==> config.mk <==
export PLATFORM = sky130hd
export DESIGN_NAME = greedy_unbounded_knapsack
export DESIGN_NICKNAME = d
export VERILOG_FILES = /design/src/rtl/core/gukn_pkg.sv /design/src/rtl/core/gukn_ram.sv /design/src/rtl/core/gukn_ctrl.sv /design/src/rtl/core/gukn_dp.sv /design/src/rtl/core/greedy_unbounded_knapsack.sv
export SDC_FILE = /design/constraint.sdc
export NUM_CORES = 2
export LEC_CHECK = 0
export ABC_CLOCK_PERIOD_IN_PS = 33600
export BUFFER_PORTS_ARGS = -buffer_cell sky130_fd_sc_hd__buf_2
export CAP_MARGIN = 20
export CORE_MARGIN = 2
export CORE_UTILIZATION = 45
export CTS_CLUSTER_DIAMETER = 150
export DETAILED_ROUTE_END_ITERATION = 10
export PLACE_DENSITY = 0.69
export SYNTH_ARGS = -nofsm -noshare
export SYNTH_HDL_FRONTEND = slang
export SYNTH_SLANG_ARGS = --single-unit
export TNS_END_PERCENT = 30
==> constraint.sdc <==
create_clock -name clk -period 33.6 [get_ports clk]
set_input_delay 6.72 -clock clk [delete_from_list [all_inputs] [get_ports clk]]
set_output_delay 6.72 -clock clk [all_outputs]
set_load 0.01 [all_outputs]
==> src/rtl/core/gukn_pkg.sv <==
// Package with shared constants and types for the greedy knapsack block.
`default_nettype none
package gukn_pkg;
    localparam int MAX_ITEMS = 64;
    localparam int ADDR_W = $clog2(MAX_ITEMS);
    localparam int CNT_W = $clog2(MAX_ITEMS + 1);
    localparam int CAP_W = 24;
    localparam int WT_W = 16;
    localparam int VAL_W = 16;
    localparam int POS_W = 6;
    localparam int STEP_W = $clog2(CAP_W + 1);
    localparam int ENTRY_W = WT_W + VAL_W + POS_W;

    typedef struct packed {
        logic [WT_W-1:0]  item_weight;
        logic [VAL_W-1:0] item_value;
        logic             last_item;
    } in_item_t;

    typedef struct packed {
        logic [POS_W-1:0] item_position;
        logic [WT_W-1:0]  out_weight;
        logic [VAL_W-1:0] out_value;
        logic [CAP_W-1:0] copies_taken;
        logic             overflowed;
        logic             last_result;
    } out_item_t;

    typedef struct packed {
        logic [WT_W-1:0]  weight;
        logic [VAL_W-1:0] value;
        logic [POS_W-1:0] position;
    } entry_t;

    typedef struct packed {
        logic              load_wr;
        logic              overflow_set;
        logic              cap_load;
        logic              rd_en;
        logic              cur_load;
        logic              swap_wr;
        logic              cur_wr;
        logic              div_init;
        logic              div_step;
        logic              emit;
        logic              emit_last;
        logic              clear;
        logic [ADDR_W-1:0] addr;
    } ctrl_cmd_t;
endpackage
`default_nettype wire

==> src/rtl/core/gukn_ram.sv <==
// Generic single write port RAM with one registered read port.
`default_nettype none
module gukn_ram #(
    parameter int WIDTH = 32,
    parameter int DEPTH = 64
) (
    input  wire logic                     clk,
    input  wire logic                     we,
    input  wire logic [$clog2(DEPTH)-1:0] waddr,
    input  wire logic [WIDTH-1:0]         wdata,
    input  wire logic                     re,
    input  wire logic [$clog2(DEPTH)-1:0] raddr,
    output      logic [WIDTH-1:0]         rdata
);
    logic [WIDTH-1:0] mem [DEPTH];

    always_ff @(posedge clk)
    begin
        if (we)
        begin
            mem[waddr] <= wdata;
        end
        if (re)
        begin
            rdata <= mem[raddr];
        end
    end
endmodule
`default_nettype wire

==> src/rtl/core/gukn_ctrl.sv <==
// Controller state machine: loading, bubble sort passes, division and result emission.
`default_nettype none
module gukn_ctrl (
    input  wire logic                clk,
    input  wire logic                rst_n,
    input  wire logic                start,
    input  wire logic                last_item,
    output      logic                busy,
    output      gukn_pkg::ctrl_cmd_t cmd
);
    import gukn_pkg::*;

    localparam logic [3:0] ST_IDLE = 4'd0;
    localparam logic [3:0] ST_SORT = 4'd1;
    localparam logic [3:0] ST_SRD0 = 4'd2;
    localparam logic [3:0] ST_SLD  = 4'd3;
    localparam logic [3:0] ST_SRD  = 4'd4;
    localparam logic [3:0] ST_SCMP = 4'd5;
    localparam logic [3:0] ST_SFIN = 4'd6;
    localparam logic [3:0] ST_GRD  = 4'd7;
    localparam logic [3:0] ST_DIV  = 4'd8;
    localparam logic [3:0] ST_EMIT = 4'd9;

    logic [3:0]        state_reg, state_next;
    logic [CNT_W-1:0]  count_reg, count_next;
    logic [CNT_W-1:0]  pass_reg, pass_next;
    logic [CNT_W-1:0]  idx_reg, idx_next;
    logic [STEP_W-1:0] step_reg, step_next;
    logic              room;
    logic [CNT_W-1:0]  idx_dec;
    logic [CNT_W-1:0]  idx_inc;

    assign busy    = (state_reg != ST_IDLE);
    assign room    = (count_reg < CNT_W'(MAX_ITEMS));
    assign idx_dec = idx_reg - CNT_W'(1);
    assign idx_inc = idx_reg + CNT_W'(1);

    always_comb
    begin
        state_next = state_reg;
        count_next = count_reg;
        pass_next  = pass_reg;
        idx_next   = idx_reg;
        step_next  = step_reg;
        cmd        = '0;
        cmd.addr   = idx_reg[ADDR_W-1:0];
        case (state_reg)
            ST_IDLE:
            begin
                cmd.addr = count_reg[ADDR_W-1:0];
                if (start)
                begin
                    cmd.load_wr      = room;
                    cmd.overflow_set = !room;
                    if (room)
                    begin
                        count_next = count_reg + CNT_W'(1);
                    end
                    if (last_item)
                    begin
                        cmd.cap_load = 1'b1;
                        pass_next    = '0;
                        state_next   = ST_SORT;
                    end
                end
            end
            ST_SORT:
            begin
                // Each pass bubbles the best remaining entry down to the pass index.
                if (pass_reg + CNT_W'(1) < count_reg)
                begin
                    idx_next   = count_reg - CNT_W'(1);
                    state_next = ST_SRD0;
                end
                else
                begin
                    idx_next   = '0;
                    state_next = ST_GRD;
                end
            end
            ST_SRD0:
            begin
                cmd.rd_en  = 1'b1;
                state_next = ST_SLD;
            end
            ST_SLD:
            begin
                cmd.cur_load = 1'b1;
                state_next   = ST_SRD;
            end
            ST_SRD:
            begin
                cmd.rd_en  = 1'b1;
                cmd.addr   = idx_dec[ADDR_W-1:0];
                state_next = ST_SCMP;
            end
            ST_SCMP:
            begin
                cmd.swap_wr = 1'b1;
                idx_next    = idx_dec;
                if (idx_dec == pass_reg)
                begin
                    state_next = ST_SFIN;
                end
                else
                begin
                    state_next = ST_SRD;
                end
            end
            ST_SFIN:
            begin
                cmd.cur_wr = 1'b1;
                cmd.addr   = pass_reg[ADDR_W-1:0];
                pass_next  = pass_reg + CNT_W'(1);
                state_next = ST_SORT;
            end
            ST_GRD:
            begin
                cmd.rd_en  = 1'b1;
                step_next  = '0;
                state_next = ST_DIV;
            end
            ST_DIV:
            begin
                cmd.div_init = (step_reg == '0);
                cmd.div_step = (step_reg != '0);
                step_next    = step_reg + STEP_W'(1);
                if (step_reg == STEP_W'(CAP_W))
                begin
                    state_next = ST_EMIT;
                end
            end
            ST_EMIT:
            begin
                cmd.emit      = 1'b1;
                cmd.emit_last = (idx_inc == count_reg);
                idx_next      = idx_inc;
                if (idx_inc == count_reg)
                begin
                    cmd.clear  = 1'b1;
                    count_next = '0;
                    state_next = ST_IDLE;
                end
                else
                begin
                    state_next = ST_GRD;
                end
            end
            default:
            begin
                state_next = ST_IDLE;
            end
        endcase
    end

    always_ff @(posedge clk or negedge rst_n)
    begin
        if (!rst_n)
        begin
            state_reg <= ST_IDLE;
            count_reg <= '0;
            pass_reg  <= '0;
            idx_reg   <= '0;
            step_reg  <= '0;
        end
        else
        begin
            state_reg <= state_next;
            count_reg <= count_next;
            pass_reg  <= pass_next;
            idx_reg   <= idx_next;
            step_reg  <= step_next;
        end
    end
endmodule
`default_nettype wire

==> src/rtl/core/gukn_dp.sv <==
// Datapath: item store, bubble sort compare and swap, restoring divider and result register.
`default_nettype none
module gukn_dp (
    input  wire logic                 clk,
    input  wire logic                 rst_n,
    input  wire gukn_pkg::ctrl_cmd_t  cmd,
    input  wire gukn_pkg::in_item_t   item,
    input  wire logic [23:0]          cfg_data,
    input  wire logic                 cfg_we,
    output      logic                 result_valid,
    output      gukn_pkg::out_item_t  result
);
    import gukn_pkg::*;

    logic [CAP_W-1:0]     cap_reg;
    logic [CAP_W-1:0]     rem_reg;
    logic                 ovf_reg;
    entry_t               cur_reg;
    logic [WT_W-1:0]      best_w_reg;
    logic [VAL_W-1:0]     best_v_reg;
    logic [POS_W-1:0]     best_pos_reg;
    logic [CAP_W-1:0]     q_reg;
    logic [WT_W-1:0]      r_reg;
    logic                 valid_reg;
    out_item_t            result_reg;

    entry_t                  rd_entry;
    entry_t                  wr_entry;
    logic                    ram_we;
    logic [WT_W+VAL_W-1:0]   prod_cur;
    logic [WT_W+VAL_W-1:0]   prod_rd;
    logic                    cur_higher;
    logic [WT_W:0]           trial;
    logic [WT_W:0]           diff;
    logic                    fits;

    gukn_ram #(.WIDTH(ENTRY_W), .DEPTH(MAX_ITEMS)) u_store (
        .clk   (clk),
        .we    (ram_we),
        .waddr (cmd.addr),
        .wdata (wr_entry),
        .re    (cmd.rd_en),
        .raddr (cmd.addr),
        .rdata (rd_entry)
    );

    // The carried entry moves down only on a strictly higher ratio, which keeps ties in order.
    assign prod_cur   = cur_reg.value * rd_entry.weight;
    assign prod_rd    = rd_entry.value * cur_reg.weight;
    assign cur_higher = (prod_cur > prod_rd);

    assign ram_we = cmd.load_wr | cmd.swap_wr | cmd.cur_wr;

    always_comb
    begin
        wr_entry = cur_reg;
        if (cmd.load_wr)
        begin
            wr_entry.weight   = item.item_weight;
            wr_entry.value    = item.item_value;
            wr_entry.position = POS_W'(cmd.addr);
        end
        else if (cmd.swap_wr && cur_higher)
        begin
            wr_entry = rd_entry;
        end
    end

    assign trial = {r_reg, q_reg[CAP_W-1]};
    assign fits  = (trial >= {1'b0, best_w_reg});
    assign diff  = trial - {1'b0, best_w_reg};

    assign result_valid = valid_reg;
    assign result       = result_reg;

    always_ff @(posedge clk or negedge rst_n)
    begin
        if (!rst_n)
        begin
            cap_reg   <= '0;
            rem_reg   <= '0;
            ovf_reg   <= 1'b0;
            valid_reg <= 1'b0;
        end
        else
        begin
            if (cfg_we)
            begin
                cap_reg <= cfg_data;
            end
            if (cmd.overflow_set)
            begin
                ovf_reg <= 1'b1;
            end
            if (cmd.cap_load)
            begin
                rem_reg <= cap_reg;
            end
            valid_reg <= cmd.emit;
            if (cmd.emit && (best_w_reg != '0))
            begin
                rem_reg <= CAP_W'(r_reg);
            end
            if (cmd.clear)
            begin
                ovf_reg <= 1'b0;
            end
        end
    end

    always_ff @(posedge clk)
    begin
        if (cmd.cur_load || (cmd.swap_wr && !cur_higher))
        begin
            cur_reg <= rd_entry;
        end
        if (cmd.div_init)
        begin
            best_w_reg   <= rd_entry.weight;
            best_v_reg   <= rd_entry.value;
            best_pos_reg <= rd_entry.position;
            q_reg        <= rem_reg;
            r_reg        <= '0;
        end
        else if (cmd.div_step)
        begin
            q_reg <= {q_reg[CAP_W-2:0], fits};
            r_reg <= fits ? diff[WT_W-1:0] : trial[WT_W-1:0];
        end
        if (cmd.emit)
        begin
            result_reg.item_position <= best_pos_reg;
            result_reg.out_weight    <= best_w_reg;
            result_reg.out_value     <= best_v_reg;
            result_reg.copies_taken  <= (best_w_reg == '0) ? '0 : q_reg;
            result_reg.overflowed    <= ovf_reg;
            result_reg.last_result   <= cmd.emit_last;
        end
    end
endmodule
`default_nettype wire

==> src/rtl/core/greedy_unbounded_knapsack.sv <==
// Top level of the greedy unbounded knapsack block.
`default_nettype none
// Usage: items are presented on item with start; an item is taken at a rising
// edge where start is high and busy is low. Loading accepts one item per cycle.
// Each item is stored with its load position; items beyond the store depth are
// dropped and the overflow flag of the set is raised.
// The item marked last_item starts the pass and raises busy. The stored items
// are first put in order of value per weight by a stable bubble sort in the
// store (one read and one write per compare). The sorted list is then walked:
// per item one read, a restoring divider over the remaining capacity and one
// emit; each item is emitted before the next is read, and busy stays high
// throughout the pass. Each result is shown on result for one cycle with
// result_valid high; the receiver cannot stall, so nothing is ever held
// back. busy falls as the final result, marked last_result, is shown, and a
// new set may start at once. The capacity register is written with cfg_we
// and cfg_data; the user must do this only while idle, as the block itself
// does not enforce it.
// Reset clears the capacity, the item count and the overflow flag; the item
// store needs no clearing since only entries of the current set are read.
module greedy_unbounded_knapsack (
    input  wire logic                clk,
    input  wire logic                rst_n,
    input  wire logic                start,
    output      logic                busy,
    input  wire gukn_pkg::in_item_t  item,
    input  wire logic                cfg_we,
    input  wire logic [23:0]         cfg_data,
    output      logic                result_valid,
    output      gukn_pkg::out_item_t result
);
    import gukn_pkg::*;

    ctrl_cmd_t cmd;

    gukn_ctrl u_ctrl (
        .clk       (clk),
        .rst_n     (rst_n),
        .start     (start),
        .last_item (item.last_item),
        .busy      (busy),
        .cmd       (cmd)
    );

    gukn_dp u_dp (
        .clk          (clk),
        .rst_n        (rst_n),
        .cmd          (cmd),
        .item         (item),
        .cfg_data     (cfg_data),
        .cfg_we       (cfg_we),
        .result_valid (result_valid),
        .result       (result)
    );
endmodule
`default_nettype wire

## Word-level counts from Yosys, hierarchy flattened

Memory sizes are Yosys's and may differ from the RTL's. A register that Yosys moved wholly into a read port is not among the register bits.
Cells that the tools add are included.

- Bitwise gates (word level): 2
- Mux-type cells: 39
- Add/subtract/negate cells: 7
- Multipliers: 2
- Reductions and logical operators: 23
- $lt $le $gt $ge: 4
- Eq/ne operators: 17

Operator list:

| operator | count |
|---|---|
| $mux 24 | 4 |
| $mux 38 | 2 |
| $mul 16x16->32 | 2 |
| $mux 7 | 6 |
| $pmux 4 s10 | 1 |
| $gt 32x32->1 | 1 |
| $pmux 7 s2 | 2 |
| $add 7x1->7 const B | 3 |
| $pmux 7 s3 | 1 |
| $pmux 6 s3 | 1 |
| $ge 17x16->1 | 1 |
| $eq 4x3->1 const B | 4 |
| $logic_not 16->1 | 1 |
| $mux 16 | 1 |
| $reduce_bool 16->1 | 1 |
| $sub 16x16->16 | 1 |
| $mux 3 | 5 |
| $eq 7x7->1 | 2 |
| $sub 7x1->7 const B | 2 |
| $mux 4 | 3 |
| $reduce_bool 2->1 | 6 |
| $mux 1 | 10 |
| $pmux 5 s2 | 1 |
| $eq 4x2->1 const B | 2 |
| 21 further kinds | 31 |

- Input port bits: 61
- Output and inout port bits: 66
- Memories: 1
- Bits in registers: 260
- Memory bits (writable): 2432
- Word-level logic and storage cells: 118

Memory list:

| name | depth | bits a word | read ports | clocked after memory_dff | write ports | line | text |
|---|---|---|---|---|---|---|---|
| u_dp.u_store.mem | 64 | 38 | 1 | 1 | 1 | gukn_ram.sv:15 | `logic [WIDTH-1:0] mem [DEPTH];` |

## Logic depth before layout (Yosys ltp)

- Word-level depth: 8
- Depth in mapped cells: 35
- Mapped depth without buffers: 32

## Cells and area by module

A second synthesis with hierarchy kept.

- Cells, all modules: 7069
- Area total of the unflattened synthesis: 123403.4 µm²

Modules (own cells, without submodules):

| module | instances | area an instance (µm²) | sequential area each (µm²) | cells an instance |
|---|---|---|---|---|
| gukn_ram | 1 | 93319.5 | 74171.1 | 3989 |
| gukn_dp | 1 | 27383.8 | 6496.2 | 2745 |
| gukn_ctrl | 1 | 2700.1 | 750.7 | 335 |

## Worst setup path before layout

OpenSTA, ideal clock, no wires.

- Kind: register -> register
- Start: register u_dp.u_store.rdata[18] (read register of u_dp.u_store.mem)
- End: memory u_dp.u_store.mem[0][0] in the netlist's numbering, data pin
- Setup time: 738 ps
- Period minus slack after synthesis: 11066 ps
- Cell stages (with the launch flop): 32
- Data required time: 32862 ps
- Arrival: 10328 ps
- Slack: 22534 ps
- Buffers on the path: 2
- Cells stage by stage: edfxtp_1 clkbuf_1 nand2_1 fa_1 fa_1 fa_1 inv_1 fa_1 fa_1 inv_1 fa_1 inv_1 ha_1 a21o_1 a21o_1 a221oi_1 o31ai_1 a221o_1 nand4_1 a31oi_1 o311a_1 ha_1 nand4_1 nor2_1 and3_1 and4_1 nor2b_1 a2bb2oi_1 a21oi_1 clkbuf_1 nor3_1 a221oi_1

- Cells in the longest elaborated chain, start to end: 5

RTL lines:

| what | line | text |
|---|---|---|
| start: declaration | gukn_ram.sv:13 | `output logic [WIDTH-1:0] rdata` |
| $mul 16x16->32 | gukn_dp.sv:49 | `assign prod_rd = rd_entry.value * cur_reg.weight;` |
| $gt 32x32->1 | gukn_dp.sv:50 | `assign cur_higher = (prod_cur > prod_rd);` |
| $logic_and 1x1->1 | gukn_dp.sv:63 | `else if (cmd.swap_wr && cur_higher)` |
| $mux 38 | gukn_dp.sv:63 |  |
| $mux 38 | gukn_dp.sv:57 | `if (cmd.load_wr)` |
| net u_dp.u_store.wdata[0] | gukn_ram.sv:10 | `input wire logic [WIDTH-1:0] wdata,` |
| end: declaration | gukn_ram.sv:15 |  |

The timed path passes the listed nets, and every way through them passes these cells.

## Final worst setup path

- Start: register u_dp.u_store.rdata[12] (read register of u_dp.u_store.mem)
- End: memory u_dp.u_store.mem[55][8] in the netlist's numbering, data pin

The elaborated chain is that of the path after synthesis.

==> impl_results.md <==
* Outcome: finished, final reports clean
* Placed insts at 11100
* Synthesis-to-finish area growth at 12.4%
* DR DRC count at 0
* CP required at 34.27 ns
* Final Hold Fails at 0
* Pin count of the biggest net entering global routing at 113
* Peak Freq at 0.0911 GHz
* Syn nets at 8415
* XOR/XNOR Fraction of Synth Area at 0.762%
* Sum of negative setup slack at 0 ns
* Worst hold slack at 0.413 ns
* Post-synth EDFFs at 2634
* Io pins at 127
* Synth warnings at 0
* Setup Skew at 0.0973 ns
* Ys flop type: edfxtp_1
* Power per cell area at 50.4 nW/um2
* CTS hold repair buffers at 0
* Tot Pwr at 6.70 mW
* FILL cells at 21200
* Count of state elements after synthesis at 2730
* Ratio of cells with drive above 1 in the final layout at 11.2%
* Asr flop ratio synth at 2.93%
* Crit path DAT at 11.65 ns
* Die footprint at 267000 um2
* Die Span Y at 517 um
* GPL Wtd Cong at 0.937
* First-pass GRT wire length at 529000 um
* Critical Path End Type: flop
* Max incr delay on CP at 1.16 ns
* CTS Buf Count at 284
* Post-synthesis compound-gate area fraction at 11.6%
* Synth Instances at 7696
* Worst hold path type: reg2reg
* Syn Area/Cell at 15.4 um2
* Worst slew margin at 18.5%
* Maximum vdd drop at 0.0580 mV
* Post-detailed-routing wire length at 376000 um
* Adder-cell area share of the yosys netlist at 9.42%
* Sink Count at 2730
* CTS tree: yes
* Port bufs at 126
* Antenna Nets Post-Route at 0
* Crit start category: flop
* Initial core utilization at 45.2%
* Period utilization at 32.7%
* Worst-path clk slew at 0.07 ns
* Fin crit period at 10.97 ns
* Initial drt markers at 12100
* First-pass DRT Iterations at 9
* Post_cts resized at 0
* Max H-tree Level at 5
* Library cells used by synthesis at 91
* Peak fanout along the critical path at 64
* Largest family of logic cells by synthesized area: compound AO/OA/AOI/OAI gates
* Largest register FFs at 2432
* Actual slew at the worst max-slew pin at 1.22 ns
* Post-synthesis cell area at 118000 um2
* Die width at 517 um
* RSZ-0062 raised after global routing: no
* Max Slew Vio Count at 0
* Via count at 74800
* Bufs on Longest Clock Path at 4
* DP HPWL at 214000 um
* GRT overflow at 0
* Initial antenna violation count at 16
* Root buffer cell: clkbuf_16
* CP max-delay cell: edfxtp_1
* FP Rows at 188
* Pleak at 36.9 nW
* Fin cells at 11600
* Mux share of post-synthesis cell area at 0.642%
* Most used cell, CP: fa_1
* Postcts setup bufs at 0
* Clock Latency Late Sink at 0.98 ns
* Core area at 262000 um2
* Vias in the first global route at 72800
* Final setup viols at 0
* Placement Cell Area at 124000 um2
* Max-cap viol count at 0
* Setup CP Type: reg2reg
* WL/cell at 32.3 um
* Total GRT Usage at 27.6%
* Post-synthesis simple-gate area fraction at 5.48%
* Final Cell Area at 133000 um2
* Vias per inst at 6.43
* Post-synthesis sequential area ratio at 68.8%
* Total Nets Final at 8627
## cell families (layout without fill, tap and decap cells)
family                   count (synthesis)  in the layout
flip-flops                            2730           2730
AO/OA/AOI/OAI                         1886           1886
AND/OR/NAND/NOR                       1295           1295
buffers and inverters                  951           1358
adder cells (fa/ha/maj)                658            658
XOR/XNOR                               103            103
multiplexers                            73             73
other                                    0              6
## cells in the mapped netlist, drive strengths merged, types with 109 or more instances
cell	n	share of area, %
a22oi	1166	7.4
a41oi	130	0.96
fa	389	6.6
a21oi	234	0.99
edfxtp	2634	67
and2	271	1.4
buf	265	1.2
inv	524	1.7
nand2	516	1.6
nand4	194	1.0
ha	269	2.8
nor2	148	0.47
clkbuf	161	0.51
o21ai	109	0.47
## cell type report
class                           instances  area, um2  share of cell area (%)
Antenna cell                            6       15.0                  0.0113
Clock buffer                          351       7530                    5.65
Tap cell                             3515       4400                    3.30
Sequential cell                      2730      81400                    61.2
Multi-Input combinational cell       4015      34000                    25.5
Inverter                              525       1970                    1.48
Clock inverter                        130       1190                   0.896
Timing Repair Buffer                  352       2580                    1.94
## through the flow
stage | setup slack, ns | util [%]
after floorplan | 22.53 | -
after global placement | 22.78 | 47.4
after detailed placement | 22.68 | 47.4
after CTS | 22.63 | 50.8
after global routing | 22.17 | 50.8
final | 22.63 | 50.8
## where the power goes
| part | switching (mW) | internal [mW] | leakage, nW |
|---|---|---|---|
| Sequential | 0.00241 | 3.68 | 15.9 |
| Combinational | 0.00509 | 0.00531 | 16.8 |
| Clock | 1.27 | 1.75 | 4.25 |
| Total | 1.28 | 5.43 | 36.9 |
## cells in the final DEF, fill, tap and decap left out, types with 16 or more instances in the layout
| cell | instances |
|---|---|
| a41oi_1 | 130 |
| ha_1 | 269 |
| edfxtp_1 | 2634 |
| clkinv_2 | 37 |
| buf_4 | 208 |
| dfrtp_1 | 80 |
| dfxtp_1 | 16 |
| xor2_1 | 37 |
| a31oi_1 | 25 |
| a22o_1 | 45 |
| clkinv_1 | 56 |
| nand4_1 | 194 |
| a21o_1 | 36 |
| fa_1 | 389 |
| a221oi_1 | 30 |
| clkbuf_1 | 57 |
| nand3_1 | 41 |
| nand2_1 | 512 |
| o21ai_0 | 68 |
| nor2_4 | 68 |
| a22oi_1 | 1166 |
| a21oi_1 | 232 |
| clkbuf_16 | 290 |
| mux2i_1 | 49 |
| inv_1 | 522 |
| nor3_1 | 26 |
| and2_1 | 270 |
| o21ai_4 | 36 |
| bufinv_16 | 21 |
| buf_2 | 125 |
| o21a_1 | 18 |
| nor2_1 | 76 |
| xnor2_1 | 66 |
| mux2_2 | 24 |
## routing by layer
metal	vias up	track usage, %	share of wire (%)
li1	30000	-	-
met1	37700	35.4	35
met3	1129	8.45	14
met5	-	0	0.013
met4	8	12.9	5.5
met2	5889	43.1	45
## final timing paths
check	end	cells after the start	slack, ns	from
max in group asynchronous	u_ctrl.count_reg[6]$_DFFE_PN0P_	2	27.17	rst_n
min in group asynchronous	u_dp.rem_reg[16]$_DFFE_PN0P_	1	5.81	rst_n
hold reg to reg	u_dp.result[58]$_DFFE_PP_	0	0.41	u_dp.best_pos_reg[0]$_DFFE_PP_
setup / recovery	u_dp.u_store.mem[55][8]$_DFFE_PP_	33	22.63	u_dp.u_store.rdata[12]$_DFFE_PP_
setup reg to reg	u_dp.u_store.mem[55][8]$_DFFE_PP_	33	22.63	u_dp.u_store.rdata[12]$_DFFE_PP_
hold / removal	u_dp.result[58]$_DFFE_PP_	0	0.41	u_dp.best_pos_reg[0]$_DFFE_PP_
## worst max-delay path, delay by kind of cell, from the launching register on
kind / cells / cell delay (ns)
buf+inv: 7 / 1.47
compound gates: 7 / 2.43
fa+ha+maj: 8 / 3.73
simple gates: 10 / 1.51
flops: 1 / 1.16
mux: 1 / 0.35
Note: power is estimated with default switching activity, not from simulation.
